--- config.mk ---
export PLATFORM = sky130hd
export DESIGN_NAME = combined_lcg_shuffle_random_core
export DESIGN_NICKNAME = d
export VERILOG_FILES = /design/src/design/clsr_pkg.sv /design/src/design/combined_lcg_shuffle_random_core.sv /design/src/design/clsr_ram.sv /design/src/design/clsr_ctrl.sv /design/src/design/clsr_dpath.sv
export SDC_FILE = /design/constraint.sdc
export NUM_CORES = 2
export LEC_CHECK = 0
export BUFFER_PORTS_ARGS = -buffer_cell sky130_fd_sc_hd__buf_4
export CORE_UTILIZATION = 30
export CTS_CLUSTER_DIAMETER = 30
export CTS_CLUSTER_SIZE = 16
export DETAILED_ROUTE_END_ITERATION = 10
export MAX_ROUTING_LAYER = met4
export PLACE_DENSITY = 0.47
export SLEW_MARGIN = 20
export SYNTH_ARGS = -nofsm -noshare
export SYNTH_HDL_FRONTEND = slang
export SYNTH_SLANG_ARGS = --single-unit
--- constraint.sdc ---
create_clock -name clk -period 12.5 [get_ports clk]
set_input_delay 1.875 -clock clk [delete_from_list [all_inputs] [get_ports clk]]
set_output_delay 1.875 -clock clk [all_outputs]
set_load 0.05 [all_outputs]
--- src/design/clsr_pkg.sv ---
// shared types, constants and modular fold helpers for the shuffled generator
// no dependencies
`default_nettype none

package clsr_pkg;

	localparam logic [30:0] MOD1 = 31'd2147483563;
	localparam logic [30:0] MOD2 = 31'd2147483399;
	localparam logic [15:0] MUL1 = 16'd40014;
	localparam logic [15:0] MUL2 = 16'd40692;
	// 2^31 minus each modulus
	localparam logic [7:0] FOLD1 = 8'd85;
	localparam logic [7:0] FOLD2 = 8'd249;
	localparam logic [30:0] RESET_STATE = 31'd123456789;
	localparam logic [31:0] RESET_SEED = 32'd123456789;
	localparam int unsigned WARM_STEPS = 8;

	typedef enum logic [2:0] {
		ST_IDLE,
		ST_INIT_MUL,
		ST_INIT_RED,
		ST_MUL,
		ST_RED,
		ST_OUT
	} state_t;

	typedef struct packed {
		logic init_load;
		logic op_seed;
		logic mul_x;
		logic mul_y;
		logic tbl_rd;
		logic red_x;
		logic red_y;
		logic init_step;
		logic finish;
	} cmd_t;

	typedef struct packed {
		logic seed_nonpos;
		logic x_zero;
		logic init_done;
	} status_t;

	// product is hi*2^31 + lo, and 2^31 = MOD1 + FOLD1
	function automatic logic [30:0] fold_mod1(input logic [46:0] p);
		logic [31:0] s;
		begin
			s = 32'(p[30:0]) + 32'(p[46:31]) * 32'(FOLD1);
			if (s >= 32'(MOD1))
				s = s - 32'(MOD1);
			return s[30:0];
		end
	endfunction

	function automatic logic [30:0] fold_mod2(input logic [46:0] p);
		logic [31:0] s;
		begin
			s = 32'(p[30:0]) + 32'(p[46:31]) * 32'(FOLD2);
			if (s >= 32'(MOD2))
				s = s - 32'(MOD2);
			return s[30:0];
		end
	endfunction

endpackage

`default_nettype wire

--- src/design/combined_lcg_shuffle_random_core.sv ---
// top level of the shuffled combined congruential generator
// depends on clsr_pkg, clsr_ctrl, clsr_dpath (and clsr_ram below it)
//
// channel   direction  signals                          moves per transfer
// input     in         in_valid, in_ready, restart       one request
// output    out        out_valid, out_ready, random_value one 31-bit value
// config    in         cfg_wr_en, cfg_wr_data            seed register write
//
// a plain request walks the transfer cycle (both multiplies, table read),
// modular fold of both generators, then shuffle and load of the output register once it is free
// a table init (restart with non-positive seed, or a plain request with the first generator at zero)
// runs the serial warm-up loop through the first generator's multiplier, a multiply then a fold per step
// reset loads the generator state and clears the table valid bits at once, no clearing pass
// a full output register holds its value until its transfer completes
`default_nettype none

module combined_lcg_shuffle_random_core #(
	parameter int TABLE_DEPTH = 32
) (
	input  wire logic        clk,
	input  wire logic        arst_n,
	input  wire logic        in_valid,
	output logic             in_ready,
	input  wire logic        restart,
	output logic             out_valid,
	input  wire logic        out_ready,
	output logic [30:0]      random_value,
	input  wire logic        cfg_wr_en,
	input  wire logic [31:0] cfg_wr_data
);
	import clsr_pkg::*;

	// command and status between sequencer and datapath
	cmd_t    cmd;
	status_t status;

	// sequencer: accepts a request only when idle, walks warm-up and step cycles
	clsr_ctrl u_ctrl (
		.clk       (clk),
		.arst_n    (arst_n),
		.in_valid  (in_valid),
		.in_ready  (in_ready),
		.restart   (restart),
		.out_valid (out_valid),
		.out_ready (out_ready),
		.status    (status),
		.cmd       (cmd)
	);

	// datapath: generator state, shuffle table memory, output register
	clsr_dpath #(
		.TABLE_DEPTH(TABLE_DEPTH)
	) u_dpath (
		.clk          (clk),
		.arst_n       (arst_n),
		.cfg_wr_en    (cfg_wr_en),
		.cfg_wr_data  (cfg_wr_data),
		.cmd          (cmd),
		.status       (status),
		.random_value (random_value)
	);

endmodule

`default_nettype wire

--- src/design/clsr_ram.sv ---
// generic single write port, single read port ram with registered read
// no dependencies
`default_nettype none

module clsr_ram #(
	parameter int WIDTH = 31,
	parameter int DEPTH = 32
) (
	input  wire logic                     clk,
	input  wire logic                     wr_en,
	input  wire logic [$clog2(DEPTH)-1:0] wr_addr,
	input  wire logic [WIDTH-1:0]         wr_data,
	input  wire logic                     rd_en,
	input  wire logic [$clog2(DEPTH)-1:0] rd_addr,
	output logic      [WIDTH-1:0]         rd_data
);

	logic [WIDTH-1:0] mem [DEPTH];

	always_ff @(posedge clk) begin
		if (wr_en)
			mem[wr_addr] <= wr_data;
		if (rd_en)
			rd_data <= mem[rd_addr];
	end

endmodule

`default_nettype wire

--- src/design/clsr_ctrl.sv ---
// sequencing state machine: handshakes, warm-up loop and output register valid
// depends on clsr_pkg
`default_nettype none

module clsr_ctrl (
	input  wire logic              clk,
	input  wire logic              arst_n,
	input  wire logic              in_valid,
	output logic                   in_ready,
	input  wire logic              restart,
	output logic                   out_valid,
	input  wire logic              out_ready,
	input  wire clsr_pkg::status_t status,
	output clsr_pkg::cmd_t         cmd
);
	import clsr_pkg::*;

	state_t state_q, state_d;
	logic   out_valid_q, out_valid_d;
	logic   init_need;

	always_ff @(posedge clk or negedge arst_n) begin
		if (!arst_n) begin
			state_q     <= ST_IDLE;
			out_valid_q <= 1'b0;
		end else begin
			state_q     <= state_d;
			out_valid_q <= out_valid_d;
		end
	end

	always_comb begin
		state_d   = state_q;
		cmd       = '0;
		in_ready  = 1'b0;
		init_need = restart ? status.seed_nonpos : status.x_zero;
		unique case (state_q)
			ST_IDLE: begin
				in_ready = 1'b1;
				if (in_valid) begin
					cmd.op_seed = restart;
					if (init_need) begin
						cmd.init_load = 1'b1;
						state_d       = ST_INIT_MUL;
					end else begin
						cmd.mul_x  = 1'b1;
						cmd.mul_y  = 1'b1;
						cmd.tbl_rd = 1'b1;
						state_d    = ST_RED;
					end
				end
			end
			ST_INIT_MUL: begin
				cmd.mul_x = 1'b1;
				state_d   = ST_INIT_RED;
			end
			ST_INIT_RED: begin
				cmd.red_x     = 1'b1;
				cmd.init_step = 1'b1;
				state_d       = status.init_done ? ST_MUL : ST_INIT_MUL;
			end
			ST_MUL: begin
				cmd.mul_x  = 1'b1;
				cmd.mul_y  = 1'b1;
				cmd.tbl_rd = 1'b1;
				state_d    = ST_RED;
			end
			ST_RED: begin
				cmd.red_x = 1'b1;
				cmd.red_y = 1'b1;
				state_d   = ST_OUT;
			end
			ST_OUT: begin
				// hold until the output register is free
				if (!out_valid_q || out_ready) begin
					cmd.finish = 1'b1;
					state_d    = ST_IDLE;
				end
			end
			default: state_d = ST_IDLE;
		endcase

		if (cmd.finish)
			out_valid_d = 1'b1;
		else if (out_ready)
			out_valid_d = 1'b0;
		else
			out_valid_d = out_valid_q;
	end

	assign out_valid = out_valid_q;

endmodule

`default_nettype wire

--- src/design/clsr_dpath.sv ---
// generator datapath: seed register, two modular multipliers, shuffle table, output register
// depends on clsr_pkg and clsr_ram
`default_nettype none

module clsr_dpath #(
	parameter int TABLE_DEPTH = 32
) (
	input  wire logic              clk,
	input  wire logic              arst_n,
	input  wire logic              cfg_wr_en,
	input  wire logic [31:0]       cfg_wr_data,
	input  wire clsr_pkg::cmd_t    cmd,
	output clsr_pkg::status_t      status,
	output logic [30:0]            random_value
);
	import clsr_pkg::*;

	localparam int IW = $clog2(TABLE_DEPTH);
	localparam int CW = $clog2(TABLE_DEPTH + 8);
	localparam logic [CW-1:0] INIT_LAST = CW'(TABLE_DEPTH + 7);
	localparam logic [CW-1:0] WARM = CW'(WARM_STEPS);
	localparam logic [31:0] SLOT_DIV = 32'(1 + (32'(MOD1) - 32'd1) / TABLE_DEPTH);

	logic [31:0]          seed_q;
	logic [30:0]          x_q, y_q, last_q;
	logic [CW-1:0]        cnt_q;
	logic [TABLE_DEPTH-1:0] tbl_valid_q;
	logic                 rd_valid_q;
	logic [46:0]          prod1_q, prod2_q;
	logic [IW-1:0]        idx_q;
	logic [30:0]          random_value_q;

	logic [30:0]          seed_mag, mag, mul_op, x_next, y_next;
	logic [30:0]          ram_rd, tbl_rd_val, shuffled;
	logic [31:0]          diff, wrapped;
	logic [TABLE_DEPTH:0] ge;
	logic [IW-1:0]        idx_next, init_addr, wr_addr;
	logic [30:0]          wr_data;
	logic                 wr_en, init_wr;

	// seed magnitude for table init, zero maps to one, most negative saturates
	always_comb begin
		if (seed_q == 32'd0)
			seed_mag = 31'd1;
		else if (seed_q == 32'h8000_0000)
			seed_mag = 31'h7fff_ffff;
		else
			seed_mag = 31'((~seed_q) + 32'd1);
	end

	assign mag    = cmd.op_seed ? seed_mag : 31'd1;
	assign mul_op = cmd.op_seed ? seed_q[30:0] : x_q;
	assign x_next = fold_mod1(prod1_q);
	assign y_next = fold_mod2(prod2_q);

	assign status.seed_nonpos = seed_q[31] || (seed_q == 32'd0);
	assign status.x_zero      = (x_q == 31'd0);
	assign status.init_done   = (cnt_q == INIT_LAST);

	// table slot from the previous output: count thresholds at multiples of the slot size
	assign ge[0]           = 1'b1;
	assign ge[TABLE_DEPTH] = 1'b0;
	for (genvar k = 1; k < TABLE_DEPTH; k++) begin : g_thr
		localparam logic [31:0] THR = 32'(k) * SLOT_DIV;
		assign ge[k] = ({1'b0, last_q} >= THR);
	end

	always_comb begin
		idx_next = '0;
		for (int k = 0; k < TABLE_DEPTH; k++) begin
			if (ge[k] && !ge[k+1])
				idx_next = idx_next | IW'(k);
		end
	end

	// warm-up writes go from the top slot down to slot zero
	assign init_addr = IW'(INIT_LAST - cnt_q);
	assign init_wr   = cmd.init_step && (cnt_q >= WARM);
	assign wr_en     = init_wr || cmd.finish;
	assign wr_addr   = cmd.finish ? idx_q : init_addr;
	assign wr_data   = cmd.finish ? x_q : x_next;

	clsr_ram #(
		.WIDTH(31),
		.DEPTH(TABLE_DEPTH)
	) u_table (
		.clk     (clk),
		.wr_en   (wr_en),
		.wr_addr (wr_addr),
		.wr_data (wr_data),
		.rd_en   (cmd.tbl_rd),
		.rd_addr (idx_next),
		.rd_data (ram_rd)
	);

	// slots never written read as zero
	assign tbl_rd_val = rd_valid_q ? ram_rd : 31'd0;
	assign diff       = {1'b0, tbl_rd_val} - {1'b0, y_q};
	assign wrapped    = (diff[31] || diff == 32'd0) ? diff + (32'(MOD1) - 32'd1) : diff;
	assign shuffled   = wrapped[30:0];

	always_ff @(posedge clk or negedge arst_n) begin
		if (!arst_n) begin
			seed_q      <= RESET_SEED;
			x_q         <= RESET_STATE;
			y_q         <= RESET_STATE;
			last_q      <= 31'd0;
			cnt_q       <= '0;
			tbl_valid_q <= '0;
			rd_valid_q  <= 1'b0;
		end else begin
			if (cfg_wr_en)
				seed_q <= cfg_wr_data;
			if (cmd.init_load) begin
				x_q   <= mag;
				y_q   <= mag;
				cnt_q <= '0;
			end
			if (cmd.red_x)
				x_q <= x_next;
			if (cmd.red_y)
				y_q <= y_next;
			if (cmd.init_step) begin
				cnt_q <= cnt_q + CW'(1);
				if (cnt_q == INIT_LAST)
					last_q <= x_next;
			end
			if (cmd.finish)
				last_q <= shuffled;
			if (wr_en)
				tbl_valid_q[wr_addr] <= 1'b1;
			if (cmd.tbl_rd)
				rd_valid_q <= tbl_valid_q[idx_next];
		end
	end

	always_ff @(posedge clk) begin
		if (cmd.mul_x)
			prod1_q <= 47'(mul_op) * 47'(MUL1);
		if (cmd.mul_y)
			prod2_q <= 47'(y_q) * 47'(MUL2);
		if (cmd.tbl_rd)
			idx_q <= idx_next;
		if (cmd.finish)
			random_value_q <= shuffled;
	end

	assign random_value = random_value_q;

endmodule

`default_nettype wire

# After elaboration in Yosys (flattened, before gate mapping)
# Memories as Yosys holds them, arrays and structs flattened. A register that Yosys moved wholly into a read port is not among the register bits.
# Index checks and enable logic that the tools add are counted.
[op_classes]
add_sub_neg = 9
n_mul = 4
order_cmp = 37
n_eq_ne = 9
muxes = 88
bitwise = 2
n_reduce_logical = 81
[op_table]
columns = ["cell", "n"]
rows = [
  ["31-bit two-way mux", 17],
  ["31-bit greater-or-equal comparator, second input constant", 15],
  ["31-bit by 30-bit greater-or-equal comparator with 1-bit output, second input constant", 8],
  ["31-bit by 29-bit greater-or-equal comparator with 1-bit output, second input constant", 4],
  ["5-bit two-way mux", 19],
  ["32-bit by 31-bit greater-or-equal comparator with 1-bit output, second input constant", 2],
  ["32-bit zero test", 2],
  ["31-bit by 28-bit greater-or-equal comparator with 1-bit output, second input constant", 2],
  ["31-bit subtractor, second input constant", 2],
  ["31-bit by 15-bit multiplier with 46-bit output, second input constant", 1],
  ["31-bit by 14-bit multiplier with 45-bit output, second input constant", 1],
  ["3-bit two-way mux", 14],
  ["31-bit by 23-bit adder with 32-bit output", 1],
  ["31-bit by 24-bit adder with 32-bit output", 1],
  ["32-bit equality test, second input constant", 1],
  ["1-bit logical AND", 32],
  ["4-bit two-way mux", 8],
  ["32-bit bitwise OR", 1],
  ["31-bit by 31-bit subtractor with 32-bit output", 1],
  ["31-bit by 1-bit adder with 31-bit output, second input constant", 1],
  ["31-bit adder, second input constant", 1],
  ["31-bit by 26-bit greater-or-equal comparator with 1-bit output, second input constant", 1],
  ["31-bit by 27-bit greater-or-equal comparator with 1-bit output, second input constant", 1],
  ["1-bit zero test", 31],
  ["28 further kinds", 63],
]
[totals]
reg_bits = 295
ram_bits = 992
in_bits = 38
output_inout_bits = 33
word_cells = 244
mem_count = 1
[memory_table]
columns = ["memory", "words", "word_bits", "rd", "rd_clocked_by_memory_dff", "wr", "line", "source"]
rows = [
  ["u_dpath.u_table.mem", 32, 31, 1, 1, 1, "clsr_ram.sv:18", "logic [WIDTH-1:0] mem [DEPTH];"],
]

# Logic depth before layout (Yosys ltp)
[logic_depth]
depth_word = 36
depth_mapped = 32
ltp_nobuf = 29

# Modules after synthesis
# A second synthesis with hierarchy kept.
[hier_totals]
cells_unflattened = 6446
hier_area_um2 = 80136.9
[by_module_without_submodules]
columns = ["module", "instances", "cells_each", "area_each_um2", "seq_area_each_um2"]
rows = [
  ["clsr_dpath", 1, 4215, 40346.2, 7977.7],
  ["clsr_ram", 1, 2192, 39474.1, 30719.5],
  ["clsr_ctrl", 1, 39, 316.6, 100.1],
]

# Worst setup path before layout
# OpenSTA, ideal clock, no wires.
[synth_timing]
kind = "input to register"
startpoint = "input in_valid"
endpoint = "register u_dpath.prod1_q[46] (data pin)"
arrival_time_ps = 8894
path_slack_ps = 3348
cell_stages = 30
n_path_buf = 2
path_cell_list = "nand2b_1 nor3_1 nand2_1 clkbuf_1 buf_1 mux2i_1 inv_1 fa_1 ha_1 ha_1 inv_1 fa_1 inv_1 fa_1 inv_1 fa_1 inv_1 ha_1 a21o_1 a21oi_1 o21bai_1 a221o_1 o41a_1 o211ai_1 o2111ai_1 nand3_1 o2bb2ai_1 o21ai_0 a21oi_1 xnor2_1"
[synth_via]
elab_chain_cells = 5
[synth_lines]
columns = ["item", "line", "source"]
rows = [
  ["from (decl)", "combined_lcg_shuffle_random_core.sv:22", "input wire logic in_valid,"],
  ["5-bit two-way mux", "clsr_ctrl.sv:40", "if (in_valid) begin"],
  ["5-bit two-way mux", "clsr_ctrl.sv:37", "unique case (state_q)"],
  ["2-bit two-way mux", "clsr_ctrl.sv:37", ""],
  ["31-bit two-way mux", "clsr_dpath.sv:52", "assign mul_op = cmd.op_seed ? seed_q[30:0] : x_q;"],
  ["31-bit by 15-bit multiplier with 46-bit output", "clsr_dpath.sv:139", "prod1_q <= 47'(mul_op) * 47'(MUL1);"],
  ["to (signal assigned)", "clsr_dpath.sv:139", ""],
  ["to (decl)", "clsr_dpath.sv:29", "logic [46:0] prod1_q, prod2_q;"],
]
# No other way between the ends. The select of a mux whose other input is x is not followed.
# A chain may end at the register's enable or synchronous reset.

# Worst setup path after layout
[layout_timing]
startpoint = "input in_valid"
endpoint = "register u_dpath.prod1_q[43] (data pin)"
# Same word-level chain as after synthesis.

==> metrics list <==
- Counting every sink on the clock net gives around 1,300.
* Number of levels the H-tree was split into: 5
- Post-synthesis compound-gate area fraction: ~8.7%
- After clock tree synthesis, the clock-pin slew on the worst setup and hold paths is ~0.04 ns.
- Summed over all layers, the routed wires come to 256.3 mm.
* Worst slew margin: 26.06%
- Max-cap violations in this run came to 0.
* Clock period minus final worst setup slack: 9.446 ns
* Top cells by area, synth: edfxtp_1 (43%), fa_1 (11%), ha_1 (7.6%), mux2i_1 (5.2%), inv_1 (3.7%)
* Vias: ~53,000
- At the end of routability-driven placement, the weighted congestion stood at about 0.9.
- For this run, the detailed router's first-pass iteration total came to 6.
* Number of resized instances in the post-cts repair step: 0
* Setup TNS: 0 ns
- In the routed layout, each cell is associated on average with a via count of about 5.0.
- In this run the worst setup path begins at in_valid.
* Ratio of cells with drive above 1 in the final layout: 13.85%
- Slew at the pin closest to its max-slew limit: around 1.1 ns
- Post-Syn Instances: 6,748
* Routed length per instance: around 24 um
* Sequential area share after synthesis: approximately half
- Worst Hold Margin: 0.4592 ns
* Setup repair after global routing missed its margin: no
- Type of the worst setup path: in -> reg
- Main flop type after synthesis: edfxtp_1
* Aggregate global-route resource usage: roughly a fifth
* Setup crit start kind: primary input
* Kind of capture point of the worst setup path: flip-flop
- Max FO, Critical Path: 36
- Pin placement for this block handled between 70 and 80 I/O pins.
* I/O Buffers: 70
- Synth unique cells: roughly 110
- CTS root buf: clkbuf_16
* Area of the mapped netlist: between 80,000 and 90,000 um2
* CTS Buf Count: about 320
* Core box area: about 270,000 um2
* CTS Hold Bufs: 0
- Once layout is complete, the utilization of the core stands at approximately 36%.
* Yosys reg bits: 1,317
- Biggest area consumer among synthesized cells: edfxtp_1
- Yosys mapped a number of flops with a built-in enable equal to 1,150.
- The worst register-to-register path begins at u_ctrl.state_q[1].
- At the later pin of the worst-skew pair, clock insertion delay measures roughly 0.87 ns.
- The initial antenna violation count was 14.
* HPWL reported at the end of detailed placement: between 150 and 200 mm
- Number of cell rows: around 190
- Post-route DRC: 0
- For this run, asynchronously set or reset flops after synthesis account for around an eighth.
- The portion of synthesized area spent on multiplexers is 7.570%.
* Adder and majority cell fraction of the synthesized area: 18.47%
- By area, the combinational part of the netlist is dominated by adder cells.
- Mean area per synthesized cell: around 12 um2
* Initial DRC Count: between 3,000 and 4,000
- Grt total ovfl: 0
- The count of final max-slew check failures was 0.
* Vias in the first global route: around 54,000
* First-pass GRT wire length: 375.7 mm
* Chip height: 519.9 um
- Yosys top cell area share: a little over two fifths
- Post-Synth XOR/XNOR Area: between 2 and 3%
- Data on the critical path is required at its endpoint by between 10 and 15 ns.
* Part of the cycle the worst path needs: about three quarters
- Synthesis-to-layout area growth: 19.17%
- Result of the run: complete, no violations
- Entering global routing, the biggest net connects 133 pins.
* Final hold vios: 0
- Worst hold-check path type: reg -> reg
- At the worst endpoint, the arrival time is around 10 ns.
- Simple-gate share of the synthesized area: just over 9%
- Clock skew after layout: ~0.099 ns
* Starting Density: between 30% and 40%
- Die area: about 270,000 um2
- Fmax: approximately 110 MHz
- Buffers added to address setup during post-CTS repair amount to 0.
- Synthesis produced a netlist with a net count of a little under 8,000.
- In this run the remaining antenna-violating nets after routing total 0.
- TritonCTS built the clock tree.
- The net count of the finished layout is between 7,000 and 8,000.
* Yosys warning count: 0
* Launch instance of the worst min-delay path: u_dpath.tbl_valid_q[24]
* # setup viols final: 0
- The floorplan step set the die width to roughly 520 um.
* Deepest clock path buffer count: 4
[final cells by class]
cell class	instances	area [um2]
diodes	4	10.01
fillers	25977	170100
multi-input cells	4375	38080
inverters	797	2999
clock buffers	387	8473
flip-flops and latches	1317	38770
repair buffers	178	1378
clock inverters	174	1774
well taps	3533	4420
[sequential cells by signal, indices dropped and copies added, names as in the netlist]
name and count:
u_dpath.last_q 30, u_ctrl.state_q 3, u_dpath.y_q 31, u_dpath.prod1_q 46, u_dpath.idx_q 5, u_dpath.cnt_q 6, u_dpath.prod2_q 45, u_dpath.rd_valid_q 1
u_dpath.tbl_valid_q 32, u_dpath.random_value 31, u_ctrl.out_valid 1, u_dpath.u_table.mem 992, u_dpath.x_q 31, u_dpath.seed_q 32, u_dpath.u_table.rd_data 31
[cell families (layout without fill, tap and decap cells)]
group / count (synthesis) / count (layout)
and+or+nand+nor: 1549 / 1549
DFF: 1317 / 1317
AOI/OAI and AO/OA: 1069 / 1069
buffers and inverters: 1056 / 1536
adders and majority gates: 926 / 926
muxes: 587 / 587
xor gates and xnor gates: 244 / 244
other: 0 / 4
[layout by cell type, fill, tap and decap left out, types with 89 or more instances in the layout]
master / Yosys / final
inv_1: 795 / 795
mux2_2: 169 / 169
o21ai_0: 281 / 279
nor2_1: 274 / 225
xor2_1: 89 / 89
xnor2_1: 155 / 155
clkbuf_16: 0 / 323
nand3_1: 204 / 203
dfrtp_1: 119 / 119
edfxtp_1: 1150 / 1150
ha_1: 489 / 489
a21oi_1: 227 / 224
mux2i_1: 417 / 417
nand2_1: 595 / 591
buf_4: 13 / 174
fa_1: 437 / 437
o211ai_1: 147 / 147
[synth_stat cells (all sizes together), types with 8 or more instances]
cell type	instances
o2bb2ai	12
nand2b	45
or2	49
o21a	42
inv	796
o21ai	298
nand3b	13
o311ai	13
nand2	596
a2111oi	8
buf	113
o31ai	26
nor3	71
nand3	205
or4	14
a21o	73
ha	489
nand4	36
a31oi	27
o2111ai	9
a21oi	229
nor2	275
or3	26
dfrtp	119
nor3b	11
nor4	27
o21bai	24
and4	40
fa	437
a221o	28
and3	27
dfstp	48
mux2i	417
nor2b	36
xor2	89
clkbuf	146
edfxtp	1150
a211o	12
a211oi	48
and2	54
mux2	170
o211ai	149
xnor2	155
a41oi	9
[critical path: stages]
cell and delay, ns:
buf_4 0.10, nand2b_1 0.08, nor3_1 0.49, nand2_2 0.70
mux2i_1 0.81, xnor2_1 0.22, ha_1 0.34, ha_1 0.35
fa_1 0.55, fa_1 0.55, inv_1 0.06, fa_1 0.51
fa_1 0.56, inv_1 0.04, ha_1 0.37, a21o_1 0.21
a21oi_1 0.23, o21ai_0 0.14, a21o_1 0.18, a41oi_1 0.40
o211ai_1 0.24, o211ai_1 0.31, nand2b_1 0.09, a21oi_1 0.28
o41ai_1 0.12, xor2_1 0.15
[stage by stage]
stage / setup WS, ns / cells / cell area (um2)
floorplan: 3.348 / 6748 / 80480
global placement: 2.327 / 10200 / 85650
global route: 2.503 / 10762 / 95900
detailed placement: 2.275 / 10200 / 85650
finish: 3.054 / 10765 / 95910
CTS: 3.093 / 10761 / 95890
[layer usage]
layer / part of all wire, % / track usage, % / wire [um] / up-vias
li1: - / - / - / 24556
met1: 46 / 26.28 / 119100 / 27101
met2: 46 / 30.21 / 118200 / 1387
met3: 4.9 / 3.001 / 12500 / 385
met4: 2.5 / 5.111 / 6449 / 0
met5: 0 / - / 0 / -
[final timing paths]
| kind | end | slack, ns | cells past startpoint |
|---|---|---|---|
| min in group asynchronous | u_dpath.seed_q[12] | 1.16 | 1 |
| setup / recovery | u_dpath.prod1_q[43] | 3.05 | 26 |
| hold / removal | u_dpath.tbl_valid_q[24] | 0.46 | 1 |
| max in group asynchronous | u_dpath.last_q[20] | 9.57 | 3 |
| setup reg to reg | u_dpath.prod1_q[43] | 3.51 | 25 |
| hold reg to reg | u_dpath.tbl_valid_q[24] | 0.46 | 1 |
Power is not shown: default switching activity piles up to over one toggle a cycle in this logic, so the estimate is an artifact.
